### config.mk
export PLATFORM = sky130hd
export DESIGN_NAME = bencode_structure_checker_top
export DESIGN_NICKNAME = d
export VERILOG_FILES = /design/src/rtl/bsc_pkg.sv /design/src/rtl/bsc_stack.sv /design/src/rtl/bsc_parser.sv /design/src/rtl/bencode_structure_checker_top.sv
export SDC_FILE = /design/constraint.sdc
export NUM_CORES = 1
export LEC_CHECK = 0
export BUFFER_PORTS_ARGS = -buffer_cell sky130_fd_sc_hd__buf_4
export CORE_ASPECT_RATIO = 1.2
export CORE_MARGIN = 1
export CORE_UTILIZATION = 40
export CTS_BUF_LIST = sky130_fd_sc_hd__clkbuf_4
export CTS_CLUSTER_DIAMETER = 100
export DETAILED_ROUTE_END_ITERATION = 7
export GPL_ROUTABILITY_DRIVEN = 1
export SYNTH_ARGS = -nofsm -noshare
export SYNTH_HDL_FRONTEND = slang
export SYNTH_SLANG_ARGS = --single-unit
export TNS_END_PERCENT = 30
### constraint.sdc
create_clock -name i_clk -period 6.4 [get_ports i_clk]
set_clock_uncertainty 0.05 [all_clocks]
set_input_delay 1.28 -clock i_clk [delete_from_list [all_inputs] [get_ports i_clk]]
set_output_delay 1.28 -clock i_clk [all_outputs]
set_load 0.05 [all_outputs]
### src/rtl/bsc_pkg.sv
// Shared constants and types for the bencode structure checker.
`timescale 1ns / 1ps
`default_nettype none

package bsc_pkg;

    localparam int BSC_MAX_DEPTH   = 32;
    localparam int BSC_LENGTH_BITS = 32;
    localparam int BSC_OFFSET_W    = 32;

    localparam logic [BSC_OFFSET_W-1:0] BSC_OFFSET_MAX = '1;

    // verdict codes
    localparam logic [1:0] ST_OK        = 2'd0;
    localparam logic [1:0] ST_MALFORMED = 2'd1;
    localparam logic [1:0] ST_TRUNCATED = 2'd2;
    localparam logic [1:0] ST_LIMIT     = 2'd3;

    // bytes with meaning in the grammar
    localparam logic [7:0] CH_DICT  = 8'h64;  // 'd'
    localparam logic [7:0] CH_LIST  = 8'h6C;  // 'l'
    localparam logic [7:0] CH_INT   = 8'h69;  // 'i'
    localparam logic [7:0] CH_END   = 8'h65;  // 'e'
    localparam logic [7:0] CH_COLON = 8'h3A;  // ':'
    localparam logic [7:0] CH_ZERO  = 8'h30;  // '0'
    localparam logic [7:0] CH_NINE  = 8'h39;  // '9'

    typedef struct packed {
        logic push;
        logic pop;
        logic dict;   // kind pushed: 1 dict, 0 list
    } t_stack_op;

    typedef struct packed {
        logic [BSC_OFFSET_W-1:0] end_offset;
        logic [1:0]              status;
    } t_result;

endpackage

`default_nettype wire

### src/rtl/bsc_stack.sv
// Container kind stack: top held in a register, entry below prefetched from memory.
`timescale 1ns / 1ps
`default_nettype none

module bsc_stack #(
    parameter int MAX_DEPTH = bsc_pkg::BSC_MAX_DEPTH,
    parameter int DW        = $clog2(MAX_DEPTH + 1)
) (
    input  wire                  i_clk,
    input  bsc_pkg::t_stack_op   i_op,
    input  wire [DW-1:0]         i_depth,
    input  wire [DW-1:0]         i_depth_next,
    output logic                 o_top_dict
);
    import bsc_pkg::*;

    localparam int AW = (MAX_DEPTH > 1) ? $clog2(MAX_DEPTH) : 1;

    logic          r_mem [MAX_DEPTH];
    logic          r_top;
    logic          r_below;
    logic [DW-1:0] rd_full;
    logic [AW-1:0] wr_addr;
    logic [AW-1:0] rd_addr;

    assign wr_addr = i_depth[AW-1:0];
    // entry just under the top once this transaction settles
    assign rd_full = i_depth_next - DW'(2);
    assign rd_addr = rd_full[AW-1:0];

    always_ff @(posedge i_clk) begin
        if (i_op.push) begin
            r_mem[wr_addr] <= i_op.dict;
        end
        r_below <= r_mem[rd_addr];
    end

    always_ff @(posedge i_clk) begin
        if (i_op.push) begin
            r_top <= i_op.dict;
        end else if (i_op.pop) begin
            r_top <= r_below;
        end
    end

    assign o_top_dict = r_top;

endmodule

`default_nettype wire

### src/rtl/bsc_parser.sv
// Parse state, counters and per-byte next-state logic of the checker.
`timescale 1ns / 1ps
`default_nettype none

module bsc_parser #(
    parameter int MAX_DEPTH   = bsc_pkg::BSC_MAX_DEPTH,
    parameter int LENGTH_BITS = bsc_pkg::BSC_LENGTH_BITS,
    parameter int DW          = $clog2(MAX_DEPTH + 1)
) (
    input  wire                  i_clk,
    input  wire                  i_rst_n,
    input  wire                  i_fire,
    input  wire [7:0]            i_byte,
    input  wire                  i_last,
    input  wire                  i_top_dict,
    output bsc_pkg::t_stack_op   o_op,
    output logic [DW-1:0]        o_depth,
    output logic [DW-1:0]        o_depth_next,
    output bsc_pkg::t_result     o_result
);
    import bsc_pkg::*;

    localparam int LB = LENGTH_BITS;

    localparam logic [3:0] PH_VAL    = 4'd0;
    localparam logic [3:0] PH_ITEM   = 4'd1;
    localparam logic [3:0] PH_LEN    = 4'd2;
    localparam logic [3:0] PH_KEYLEN = 4'd3;
    localparam logic [3:0] PH_STR    = 4'd4;
    localparam logic [3:0] PH_KEYSTR = 4'd5;
    localparam logic [3:0] PH_INT    = 4'd6;
    localparam logic [3:0] PH_DONE   = 4'd7;
    localparam logic [3:0] PH_BAD    = 4'd8;
    localparam logic [3:0] PH_LIMIT  = 4'd9;

    logic [3:0]              r_phase,  n_phase;
    logic [DW-1:0]           r_depth,  n_depth;
    logic [LB-1:0]           r_rem,    n_rem;
    logic [BSC_OFFSET_W-1:0] r_off,    n_off;
    logic [BSC_OFFSET_W-1:0] r_vend,   n_vend;

    logic          is_digit;
    logic [LB-1:0] digit;
    logic [LB+3:0] len_mul;
    logic          len_ovf;
    logic [LB-1:0] rem_dec;
    logic          do_start;
    logic          do_finish;
    logic [DW-1:0] fin_depth;
    t_stack_op     op;

    assign is_digit = (i_byte >= CH_ZERO) && (i_byte <= CH_NINE);
    assign digit    = LB'(i_byte[3:0]);
    assign len_mul  = ({4'b0, r_rem} << 3) + ({4'b0, r_rem} << 1) + {4'b0, digit};
    assign len_ovf  = (len_mul[LB+3:LB] != 4'b0);
    assign rem_dec  = r_rem - LB'(r_rem != '0);

    always_comb begin
        n_phase   = r_phase;
        n_depth   = r_depth;
        n_rem     = r_rem;
        n_vend    = r_vend;
        do_start  = 1'b0;
        do_finish = 1'b0;
        fin_depth = r_depth;
        op        = '0;

        unique case (r_phase)
            PH_VAL: begin
                do_start = 1'b1;
            end
            PH_ITEM: begin
                if (r_depth == '0) begin
                    n_phase = PH_BAD;
                end else if (i_byte == CH_END) begin
                    op.pop    = 1'b1;
                    fin_depth = r_depth - DW'(1);
                    n_depth   = fin_depth;
                    do_finish = 1'b1;
                end else if (!i_top_dict) begin
                    do_start = 1'b1;
                end else if (is_digit) begin
                    n_rem   = digit;
                    n_phase = PH_KEYLEN;
                end else if (i_byte == CH_COLON) begin
                    // empty key with no length digits
                    n_rem   = '0;
                    n_phase = PH_VAL;
                end else begin
                    n_phase = PH_BAD;
                end
            end
            PH_LEN, PH_KEYLEN: begin
                if (is_digit) begin
                    if (len_ovf) begin
                        n_phase = PH_LIMIT;
                    end else begin
                        n_rem = len_mul[LB-1:0];
                    end
                end else if (i_byte == CH_COLON) begin
                    if (r_rem != '0) begin
                        n_phase = (r_phase == PH_KEYLEN) ? PH_KEYSTR : PH_STR;
                    end else if (r_phase == PH_KEYLEN) begin
                        n_phase = PH_VAL;
                    end else begin
                        do_finish = 1'b1;
                    end
                end else begin
                    n_phase = PH_BAD;
                end
            end
            PH_STR, PH_KEYSTR: begin
                n_rem = rem_dec;
                if (rem_dec == '0) begin
                    if (r_phase == PH_KEYSTR) begin
                        n_phase = PH_VAL;
                    end else begin
                        do_finish = 1'b1;
                    end
                end
            end
            PH_INT: begin
                if (i_byte == CH_END) begin
                    do_finish = 1'b1;
                end
            end
            default: begin
            end
        endcase

        if (do_start) begin
            if ((i_byte == CH_DICT) || (i_byte == CH_LIST)) begin
                if (r_depth == DW'(MAX_DEPTH)) begin
                    n_phase = PH_LIMIT;
                end else begin
                    op.push = 1'b1;
                    op.dict = (i_byte == CH_DICT);
                    n_depth = r_depth + DW'(1);
                    n_phase = PH_ITEM;
                end
            end else if (i_byte == CH_INT) begin
                n_phase = PH_INT;
            end else if (is_digit) begin
                n_rem   = digit;
                n_phase = PH_LEN;
            end else begin
                n_phase = PH_BAD;
            end
        end

        if (do_finish) begin
            if (fin_depth == '0) begin
                if (r_off == BSC_OFFSET_MAX) begin
                    n_phase = PH_LIMIT;
                end else begin
                    n_vend  = r_off + BSC_OFFSET_W'(1);
                    n_phase = PH_DONE;
                end
            end else begin
                n_phase = PH_ITEM;
            end
        end

        n_off = (r_off == BSC_OFFSET_MAX) ? r_off : r_off + BSC_OFFSET_W'(1);

        o_result.end_offset = '0;
        if (n_phase == PH_DONE) begin
            o_result.status     = ST_OK;
            o_result.end_offset = n_vend;
        end else if (n_phase == PH_BAD) begin
            o_result.status = ST_MALFORMED;
        end else if (n_phase == PH_LIMIT) begin
            o_result.status = ST_LIMIT;
        end else begin
            o_result.status = ST_TRUNCATED;
        end
    end

    always_ff @(posedge i_clk) begin
        if (!i_rst_n) begin
            r_phase <= PH_VAL;
            r_depth <= '0;
            r_rem   <= '0;
            r_off   <= '0;
            r_vend  <= '0;
        end else if (i_fire) begin
            if (i_last) begin
                // message over: back to the start for the next one
                r_phase <= PH_VAL;
                r_depth <= '0;
                r_rem   <= '0;
                r_off   <= '0;
                r_vend  <= '0;
            end else begin
                r_phase <= n_phase;
                r_depth <= n_depth;
                r_rem   <= n_rem;
                r_off   <= n_off;
                r_vend  <= n_vend;
            end
        end
    end

    assign o_op         = i_fire ? op : '0;
    assign o_depth      = r_depth;
    assign o_depth_next = !i_fire ? r_depth : (i_last ? '0 : n_depth);

endmodule

`default_nettype wire

### src/rtl/bencode_structure_checker_top.sv
// Top level of the bencode structure checker: input and result registers around the parser.
`timescale 1ns / 1ps
`default_nettype none

// Checks that a bencoded message, fed one byte per transaction with tlast on
// its final byte, starts with one well-formed value (dict, list, integer or
// string); bytes after that value are ignored. One result per message leaves
// on the master side: status 0 well formed, 1 malformed, 2 truncated, 3 nesting,
// length or offset limit exceeded, and the end offset of the first value when
// well formed. Throughput is one byte per clock cycle while the input is not held;
// a byte goes through an input register, is parsed against the phase, counters
// and the stack top (held in a register, with the entry below prefetched from
// the container memory), and the verdict is registered in the result register.
// Input is taken while a result waits downstream; only a last byte whose result
// slot is still full holds the input.
module bencode_structure_checker_top #(
    parameter int MAX_DEPTH   = bsc_pkg::BSC_MAX_DEPTH,
    parameter int LENGTH_BITS = bsc_pkg::BSC_LENGTH_BITS
) (
    input  wire         i_clk,
    input  wire         i_rst_n,
    input  wire         s_axis_tvalid,
    output logic        s_axis_tready,
    input  wire  [7:0]  s_axis_tdata,   // [7:0] data_byte
    input  wire         s_axis_tlast,   // last_byte
    output logic        m_axis_tvalid,
    input  wire         m_axis_tready,
    output logic [39:0] m_axis_tdata    // [1:0] status, [33:2] end_offset, [39:34] zero
);
    import bsc_pkg::*;

    localparam int DW = $clog2(MAX_DEPTH + 1);

    logic       r_in_valid;
    logic [7:0] r_in_byte;
    logic       r_in_last;
    logic       r_out_valid;
    t_result    r_out;

    logic          fire;
    logic          top_dict;
    t_stack_op     op;
    logic [DW-1:0] depth;
    logic [DW-1:0] depth_next;
    t_result       result;

    assign fire          = r_in_valid && (!r_in_last || !r_out_valid || m_axis_tready);
    assign s_axis_tready = !r_in_valid || fire;

    always_ff @(posedge i_clk) begin
        if (!i_rst_n) begin
            r_in_valid <= 1'b0;
        end else if (s_axis_tready) begin
            r_in_valid <= s_axis_tvalid;
        end
    end

    always_ff @(posedge i_clk) begin
        if (s_axis_tready && s_axis_tvalid) begin
            r_in_byte <= s_axis_tdata;
            r_in_last <= s_axis_tlast;
        end
    end

    bsc_parser #(
        .MAX_DEPTH   (MAX_DEPTH),
        .LENGTH_BITS (LENGTH_BITS),
        .DW          (DW)
    ) u_parser (
        .i_clk        (i_clk),
        .i_rst_n      (i_rst_n),
        .i_fire       (fire),
        .i_byte       (r_in_byte),
        .i_last       (r_in_last),
        .i_top_dict   (top_dict),
        .o_op         (op),
        .o_depth      (depth),
        .o_depth_next (depth_next),
        .o_result     (result)
    );

    bsc_stack #(
        .MAX_DEPTH (MAX_DEPTH),
        .DW        (DW)
    ) u_stack (
        .i_clk        (i_clk),
        .i_op         (op),
        .i_depth      (depth),
        .i_depth_next (depth_next),
        .o_top_dict   (top_dict)
    );

    always_ff @(posedge i_clk) begin
        if (!i_rst_n) begin
            r_out_valid <= 1'b0;
        end else if (fire && r_in_last) begin
            r_out_valid <= 1'b1;
        end else if (m_axis_tready) begin
            r_out_valid <= 1'b0;
        end
    end

    always_ff @(posedge i_clk) begin
        if (fire && r_in_last) begin
            r_out <= result;
        end
    end

    assign m_axis_tvalid = r_out_valid;
    assign m_axis_tdata  = {6'b0, r_out.end_offset, r_out.status};

endmodule

`default_nettype wire

* Yosys cells after proc, flatten, opt, wreduce, memory -nomap -nowiden
Memory sizes are Yosys's and may differ from the RTL's. A register that Yosys moved wholly into a read port is not among the register bits.
Cells that the tools add are included.
** Storage, ports and cells
- Flip-flop bits (word level) :: 152
- RAM bits :: 32
- Input port bits :: 13
- Output and inout port bits :: 42
- Word-level logic and storage cells :: 142
- Memories kept :: 1
** Operators by class
- $add $sub $neg :: 7
- Magnitude comparators :: 2
- Equal/unequal tests :: 17
- Muxes and demuxes :: 79
- Reduce and logical (&&, ||, !) cells :: 23
** Memory list
- u_stack.r_mem :: depth 32, bits a word 1, read ports 1, clocked after memory_dff 1, wr ports 1, RTL line bsc_stack.sv:19 : logic r_mem [MAX_DEPTH];
** Operator list (number)
- $mux W32 :: 18
- $pmux W32 S3 :: 1
- $mux W4 :: 21
- $mux W6 :: 8
- $add A35 B33 Y36 :: 1
- $add A36 B4 Y36 :: 1
- $add A32 B1 Y32 const B :: 1
- $eq A32 B32 Y1 const B :: 1
- $eq A8 B7 Y1 const B :: 4
- $logic_not A32 Y1 :: 1
- $reduce_bool A32 Y1 :: 1
- $sub A32 B1 Y32 :: 1
- $mux W1 :: 27
- $eq A4 B3 Y1 const B :: 4
- $logic_not A6 Y1 :: 2
- $pmux W4 S3 :: 1
- $eq A4 B2 Y1 const B :: 2
- $eq A4 B4 Y1 const B :: 2
- $eq A8 B6 Y1 const B :: 1
- $ge A8 B6 Y1 const B :: 1
- $le A8 B6 Y1 const B :: 1
- $add A6 B1 Y6 const B :: 1
- $eq A6 B6 Y1 const B :: 1
- $reduce_or A2 Y1 :: 3
- other kinds (14) :: 23

* Depth between registers and ports, before layout
Gate-level depths: netlist of the first run.
- Word-level depth :: 12
- Gate-level depth with buffers :: 20
- Mapped depth without buffers :: 17

* Modules after synthesis
A second synthesis of the first run with hierarchy kept.
** Unflattened totals
- Cell total of the unflattened synthesis :: 1637
- Area total of the unflattened synthesis :: 13317.8 µm²
** By module, submodules not included
- bsc_parser :: instances 1, cells an instance 1448, area each 10233.6 µm², seq. area each 2122.0 µm²
- bsc_stack :: instances 1, cells an instance 127, area each 1626.6 µm², seq. area each 1011.0 µm²
- bencode_structure_checker_top :: instances 1, cells an instance 62, area each 1457.6 µm², seq. area each 1331.3 µm²

* Worst setup path before layout of the first run
OpenSTA, ideal clock, no wires.
- Kind :: register to register
- Start :: register u_parser.r_rem[15]
- End :: register r_out (netlist bit m_axis_tdata[12]) (data pin)
- Library setup time :: 0.257 ns
- Arrival time :: 4.234 ns
- Slack :: 1.859 ns
- Cell stages (with the launch flop) :: 19
- Path buffers :: 3
- Clock period less this slack :: 4.541 ns
- Cells stage by stage :: dfxtp_1 clkbuf_1 nor3_2 and4_1 nand4_1 ha_1 ha_1 nor3b_2 nand4_1 nor4_1 xnor2_1 nand4_1 o41a_1 nor4b_2 nand2_1 buf_4 buf_1 mux2i_1 nor2_1
** Between the ends
- Word-level cells in the longest chain between the ends :: 9
** RTL lines
- start, declared :: RTL line bsc_parser.sv:38 : logic [LB-1:0] r_rem, n_rem;
- start signal, assigned :: RTL line bsc_parser.sv:197 : r_rem <= n_rem;
- $add A35 B33 Y36 :: RTL line bsc_parser.sv:54 : assign len_mul = ({4'b0, r_rem} << 3) + ({4'b0, r_rem} << 1) + {4'b0, digit};
- $add A36 B4 Y36 :: RTL line bsc_parser.sv:54
- $reduce_bool A4 Y1 :: RTL line bsc_parser.sv:55 : assign len_ovf = (len_mul[LB+3:LB] != 4'b0);
- $mux W4 :: RTL line bsc_parser.sv:95 : if (len_ovf) begin
- $mux W4 :: RTL line bsc_parser.sv:94 : if (is_digit) begin
- $pmux W4 S3 :: RTL line bsc_parser.sv:68 : unique case (r_phase)
- $mux W4 :: RTL line bsc_parser.sv:131 : if (do_start) begin
- $mux W4 :: RTL line bsc_parser.sv:151 : if (do_finish) begin
- $eq A4 B3 Y1 :: RTL line bsc_parser.sv:167 : if (n_phase == PH_DONE) begin
- end signal, assigned :: RTL line bencode_structure_checker_top.sv:105 : r_out <= result;
- end, declared :: RTL line bencode_structure_checker_top.sv:38 : t_result r_out;
Parallel ways exist; a longest one is shown, timed or not.
A chain may end at the register's enable or synchronous reset.

* Worst setup path in the final report of the first run
- Start :: register u_parser.r_rem[12]
- End :: register u_parser.r_vend[11]
** Between the ends
- Word-level cells in the longest chain between the ends :: 7
** RTL lines
- $reduce_bool A32 Y1 :: RTL line bsc_parser.sv:56, bsc_parser.sv:101
- $sub A32 B1 Y32 or $mux W1 (tied branches) :: RTL line bsc_parser.sv:56, bsc_parser.sv:101
- $logic_not A32 Y1 or $mux W1 (tied branches) :: RTL line bsc_parser.sv:114, bsc_parser.sv:100
- $mux W1, on equally long branches :: RTL line bsc_parser.sv:114, bsc_parser.sv:94
- $pmux W1 S4 * :: RTL line bsc_parser.sv:68
- $mux W32 * :: RTL line bsc_parser.sv:151
- $mux W32 * :: RTL line bsc_parser.sv:187 : if (i_last) begin
- end signal, assigned :: RTL line bsc_parser.sv:199 : r_vend <= n_vend;
- end, declared :: RTL line bsc_parser.sv:40 : logic [BSC_OFFSET_W-1:0] r_vend, n_vend;
Mark *: on every way between the ends. The rest lies on a longest branch, timed or not.

==> metrics.cfg, run 1 <==
[critical_path]
arrival_ns=6.19
cp_max_fo=31
start_kind=flip-flop
required_ns=6.90
path_class=flip-flop to flip-flop
cp-end-kind=flip-flop

[logic_synthesis]
synth_top_area_share_pct=17.6
postSynthCellCount=1526
synth_cell_types=82
ys.flop_type=dfxtp_1
ys_top_cells_by_area=edfxtp_1 18%, dfxtp_1 17%, ha_1 6.9%
synth_area_sq_um=12900
async_reset_ff_share_pct=0
avgSynthCellArea_sq_um=8.48
yosysSeqAreaShare_pct=34.5
synth_edf_count=76
ys_ff_latch=185
ys_warn_count=0
synth_largest_area_cell=edfxtp_1

[die]
pin_count=55
row_count=71
coreArea_sq_um=31600
start_util_pct=40.9
die_y_um=199
dieArea_sq_um=33100
die_x_um=166

[global_route]
grt_usage_pct=22.3
grt_pass1_vias=10750
overflow=0
grt_max_degree=89
grt_pass1_wl_um=58200
antenna_found_initial=2

[clocking]
clkSinkCount=185
root_buffer=clkbuf_4
clock_path_buffers=2
clkLatencyLatePin_ns=0.67
post_cts_buffers=0
cts_hold_buf=0
clkTransAtPathRegs_ns=0.17
post_cts_resized=0
cts_tree=done
cts_buffers=17
cts_max_level=4

[final_layout]
final_layout_size_suffix_gt1_share_pct=8.62
nFillCells=3152
ff_latch_area_sq_um=4460
fin_nets=1605
multiInputGateArea_sq_um=7970
instances_no_fill=1935
mostFrequentLayoutCells=162 x nor2_1, 115 x nand2_1, 109 x dfxtp_1, 104 x o21ai_0, 100 x a21oi_1
areaGrowthSynthToFinish_pct=7.00
final_common_cell=nor2_1

[job]
cap_violations=0

[timing]
worst_slew_pin_slew_ns=1.19
final.period_utilization_pct=88.9
relSlewSlack_pct=20.7
tns_ns=0
fmax_mhz=176
rsz0062_at_grt=false
fin_crit_ns=5.69
hold_viol=0
finalWorstSetupSlack_ns=0.710
finalSetupViolCount=0
slew_violations=0

[routing]
drt_iter0_markers=840
met1_length_um=15400
drc=0
dr.pass1.iters=7
via_count=11549
wl_met2_um=17900
met3RoutedLength_um=1770
ant_nets=0
viasPerCell=5.97
avgRoutedWirePerCell_um=18.8
finalWirelength_um=36400
highest_layer=met5

[worst_hold_path]
hold_path_class=flip-flop to flip-flop

[placement]
io_buffers=48
placed_cells=1901
gp_congestion=0.984
hpwl_um=25900
pre_cts_ws_ns=0.868

[run_status]
status=finished clean

[pwr]
peakVddDrop_mv=0.135
powerDensity_nw_per_um2=149
p_leak_uw=0.00541

==> metal layers <==
layer	GRT usage, %	vias to the layer above
li1	-	5588
met1	26.9	5485
met2	39.1	381
met3	3.32	93
met4	10.8	2
met5	0	-
==> final timing paths <==
kind	start	to	slack [ns]	cells after the start
worst max-delay path	u_parser.r_rem[12]	u_parser.r_vend[11]	0.71	16
worst min-delay path	u_parser.r_off[3]	u_parser.r_off[3]	0.48	2
worst max register to register	u_parser.r_rem[12]	u_parser.r_vend[11]	0.71	16
worst min register to register	u_parser.r_off[3]	u_parser.r_off[3]	0.48	2
==> report_power, final <==
group	switching [uW]	leakage [uW]	internal, uW
combinational	89.0	0.00367	38.3
clock	457	0.000153	241
sequential	8.61	0.00158	1230
==> cells in the mapped netlist (15+ instances only) <==
library cell / instances
a21o_1: 30
a21oi_1: 100
a22oi_1: 41
a31oi_1: 17
and2_1: 30
and3_1: 17
buf_2: 15
clkbuf_1: 71
dfxtp_1: 109
edfxtp_1: 76
ha_1: 71
inv_1: 24
mux2i_1: 68
nand2_1: 116
nand3_1: 38
nand4_1: 20
nor2_1: 163
nor2b_1: 58
nor3_1: 51
o21ai_0: 104
or3_1: 18
xnor2_1: 43
xor2_1: 26
==> per-stage QoR <==
stage	hold slack, ns	instance area [sq um]	total power (uW)	util (%)
2_1_floorplan	0.429	13000	1350	-
3_3_place_gp	0.443	13500	1390	42.8
3_5_place_dp	0.464	13500	1390	42.8
4_1_cts	0.485	13800	2090	43.8
5_1_grt	0.521	13800	2140	43.8
6_report	0.478	13800	2060	43.8
==> critical path: stages (launching register included) <==
cell	delay [ns]
dfxtp_1	0.68
nor3_4	0.13
and4_1	0.26
nand4_1	0.17
ha_1	0.24
ha_1	0.26
nor3b_2	0.43
nand4_1	0.36
nor4_1	0.57
xnor2_1	0.19
nand4_1	0.15
o41a_1	0.46
nor4b_2	0.40
nand2_2	0.13
a21o_1	0.62
a22oi_1	0.39
nor2b_1	0.07
==> state kept, by name, indices dropped and copies added (netlist names), 4 cells and up <==
register          cells
r_in_byte             8
u_stack.r_mem        32
u_parser.r_vend      32
u_parser.r_off       32
u_parser.o_depth      6
u_parser.r_phase      4
u_parser.r_rem       32
m_axis_tdata         34
==> area by class of cell <==
cell class                 count  area share, %
antenna                        2         0.0362
multi-input combinational   1222           57.6
clock buffer                  17          0.922
sequential                   185           32.3
clock inverter                15           1.18
inverter                      24          0.651
timing repair buffer          69           3.74
tap                          401           3.62
==> cells by family (layout without fill, tap and decap cells) <==
kind of cell,count (synthesis),after routing,share of synthesized area (%)
compound gates,420,420,20.7
xor+xnor,69,69,4.67
fa+ha+maj,73,73,7.18
buf+inv,124,125,4.18
flops,185,185,34.5
mux,74,74,5.96
other cells,1,8,0.0290
simple gates,580,580,22.7
No activity file was read; power rests on OpenSTA's default activity.
==> inputs of run 2 (changes only) <==
--- a/config.mk
+++ b/config.mk
@@ -8,11 +8,13 @@
 export BUFFER_PORTS_ARGS = -buffer_cell sky130_fd_sc_hd__buf_4
 export CORE_ASPECT_RATIO = 1.2
 export CORE_MARGIN = 1
-export CORE_UTILIZATION = 40
+export CORE_UTILIZATION = 60
 export CTS_BUF_LIST = sky130_fd_sc_hd__clkbuf_4
 export CTS_CLUSTER_DIAMETER = 100
 export DETAILED_ROUTE_END_ITERATION = 7
 export GPL_ROUTABILITY_DRIVEN = 1
+export PLACE_DENSITY = 0.78
+export SLEW_MARGIN = 40
 export SYNTH_ARGS = -nofsm -noshare
 export SYNTH_HDL_FRONTEND = slang
 export SYNTH_SLANG_ARGS = --single-unit
==> run 2 against run 1 <==
  * Critical path type unchanged
  * Utilization increased by 21 points
  * Global-route usage is 9.6 points higher
  * Via count is 1.6% higher
  * Critical path depth increased by 1
  * Sequential share of layout area up 0.46 points
  * Critical endpoint is now m_axis_tdata[1]
  * First-iteration DRC count increased by 21%
  * Hold slack improved by 0.011 ns
  * Routed wire length shrank 4.0%
  * Largest power group unchanged
  * Clock power is 4.9% lower
  * Sequential power barely moved
==> metrics.cfg, run 2 (synthesis results as in run 1) <==
[routing]
finalWirelength_um=35000  ; -4.0%
dr.pass1.iters=5  ; -2
avgRoutedWirePerCell_um=19.4  ; +3.3%
ant_nets=0  ; unchanged
viasPerCell=6.53  ; +9.3%
drc=0  ; unchanged
drt_iter0_markers=1018  ; +21%
via_count=11739  ; +1.6%

[clocking]
cts_buffers=17  ; unchanged
post_cts_buffers=0  ; unchanged
cts_tree=done
clkTransAtPathRegs_ns=0.19  ; +0.02 ns
clock_path_buffers=2  ; unchanged
post_cts_resized=0  ; unchanged
clkLatencyLatePin_ns=0.61  ; -0.06 ns
clkSinkCount=185  ; unchanged
cts_max_level=4  ; unchanged
cts_hold_buf=0  ; unchanged
root_buffer=clkbuf_4

[global_route]
gr-max-usage-layer=met2
grt_pass1_vias=11204  ; +4.2%
antenna_found_initial=1  ; -1
gr-usage-met1_pct=38.2  ; +11 points
overflow=0  ; unchanged
met3_usage_pct=4.39  ; +1.1 points
grt_usage_pct=31.9  ; +9.6 points
grt_max_degree=89  ; unchanged
grt_util_met2_pct=54.8  ; +16 points
grt_pass1_wl_um=55700  ; -4.4%

[critical_path]
crit_path_frequent_cell=nand4_1
arrival_ns=6.06  ; -0.13 ns
path_cells=nor3_4, and4_1, nand4_1, ha_1, ha_1, nor3b_2, nand4_1, nor4_1, xnor2_1, nand4_1, o41a_1, nor4b_2, nand2_2, nand2_1, nand4b_1, buf_4, a21boi_1
cp_slowest_cell=dfxtp_1
cp-end-kind=flip-flop
path_buf_inv=1  ; +1
crit_path_max_incr_delay_ns=0.68  ; about the same
required_ns=6.69  ; -0.21 ns
cp_max_fo=33  ; +6.5%
start_kind=flip-flop
path_delay_family=simple AND/OR/NAND/NOR gates
path_class=flip-flop to flip-flop

[pwr]
peakVddDrop_mv=0.140  ; +4.1%
powerDensity_nw_per_um2=149  ; -0.30%
p_leak_uw=0.00538  ; -0.45%
total_power_uw=2030  ; -1.7%

[timing]
hold_ws_ns=0.489  ; +0.0106 ns
tns_ns=0  ; unchanged
slew_violations=0  ; unchanged
final.period_utilization_pct=90.1  ; +1.2 points
rsz0062_at_grt=false
fmax_mhz=173  ; -1.3%
worst_slew_pin_slew_ns=0.803  ; -0.387 ns
fin_crit_ns=5.77  ; +0.0775 ns
relSlewSlack_pct=46.5  ; +26 points
hold_viol=0  ; unchanged
finalWorstSetupSlack_ns=0.632  ; -0.0775 ns
finalSetupViolCount=0  ; unchanged

[placement]
io_buffers=48  ; unchanged
gp_congestion=1.02  ; +3.9%
pre_cts_ws_ns=0.866  ; -0.00160 ns
hpwl_um=24800  ; -4.4%

[die]
dieArea_sq_um=22200  ; -33%
start_util_pct=61.5  ; +21 points
die_x_um=136  ; -18%
pin_count=55  ; unchanged
row_count=58  ; -18%
coreArea_sq_um=21000  ; -33%
die_y_um=163  ; -18%

[final_layout]
fin_nets=1601  ; -0.25%
largest_reg_flops=34  ; unchanged
areaGrowthSynthToFinish_pct=5.49
fin_util_pct=64.8  ; +21 points
final_layout_size_suffix_gt1_share_pct=8.57  ; -0.043 points
mostFrequentLayoutCells=162 x nor2_1, 115 x nand2_1, 109 x dfxtp_1, 104 x o21ai_0, 100 x a21oi_1
final_common_cell=nor2_1

[run_status]
status=finished clean

[worst_hold_path]
hold_path_class=flip-flop to flip-flop

[job]
cap_violations=0  ; unchanged

run 2: per-layer routing:
metal	part of all wire, %	vias up
met5	0	-
met4	4.6	0
met3	6.2	129
met2	50	474
met1	40	5555
li1	-	5581
run 2: layout make-up:
class / instances / area, sq um
Tap cell: 270 / 338
Clock inverter: 15 / 159
Multi-Input combinational cell: 1222 / 7980
Sequential cell: 185 / 4460
Fill cell: 1820 / 7400
Clock buffer: 17 / 128
Inverter: 24 / 90.1
Antenna cell: 1 / 2.50
Timing Repair Buffer: 65 / 488
run 2: where the power goes:
part,internal (uW),switching (uW)
logic,38.1,87.5
registers,1230,8.38
clock network,208,456
total,1480,552
run 2: final timing paths:
kind	from	end	slack (ns)	cells after the start
max	u_parser.r_rem[12]	m_axis_tdata[1]	0.63	17
min	u_parser.r_off[3]	u_parser.r_off[3]	0.49	2
max reg2reg	u_parser.r_rem[12]	m_axis_tdata[1]	0.63	17
min reg2reg	u_parser.r_off[3]	u_parser.r_off[3]	0.49	2
run 2: worst min-delay path: stages, from the launching register on:
cell and delay, ns:
dfxtp_1 0.39, nand2_1 0.07, a21boi_0 0.06
run 2: stage by stage:
stage | cell area [sq um] | instances
after floorplan | 13000 | 1531
after global placement | 13400 | 1766
after detailed placement | 13400 | 1766
after CTS | 13600 | 1798
after global routing | 13600 | 1799
final | 13600 | 1799
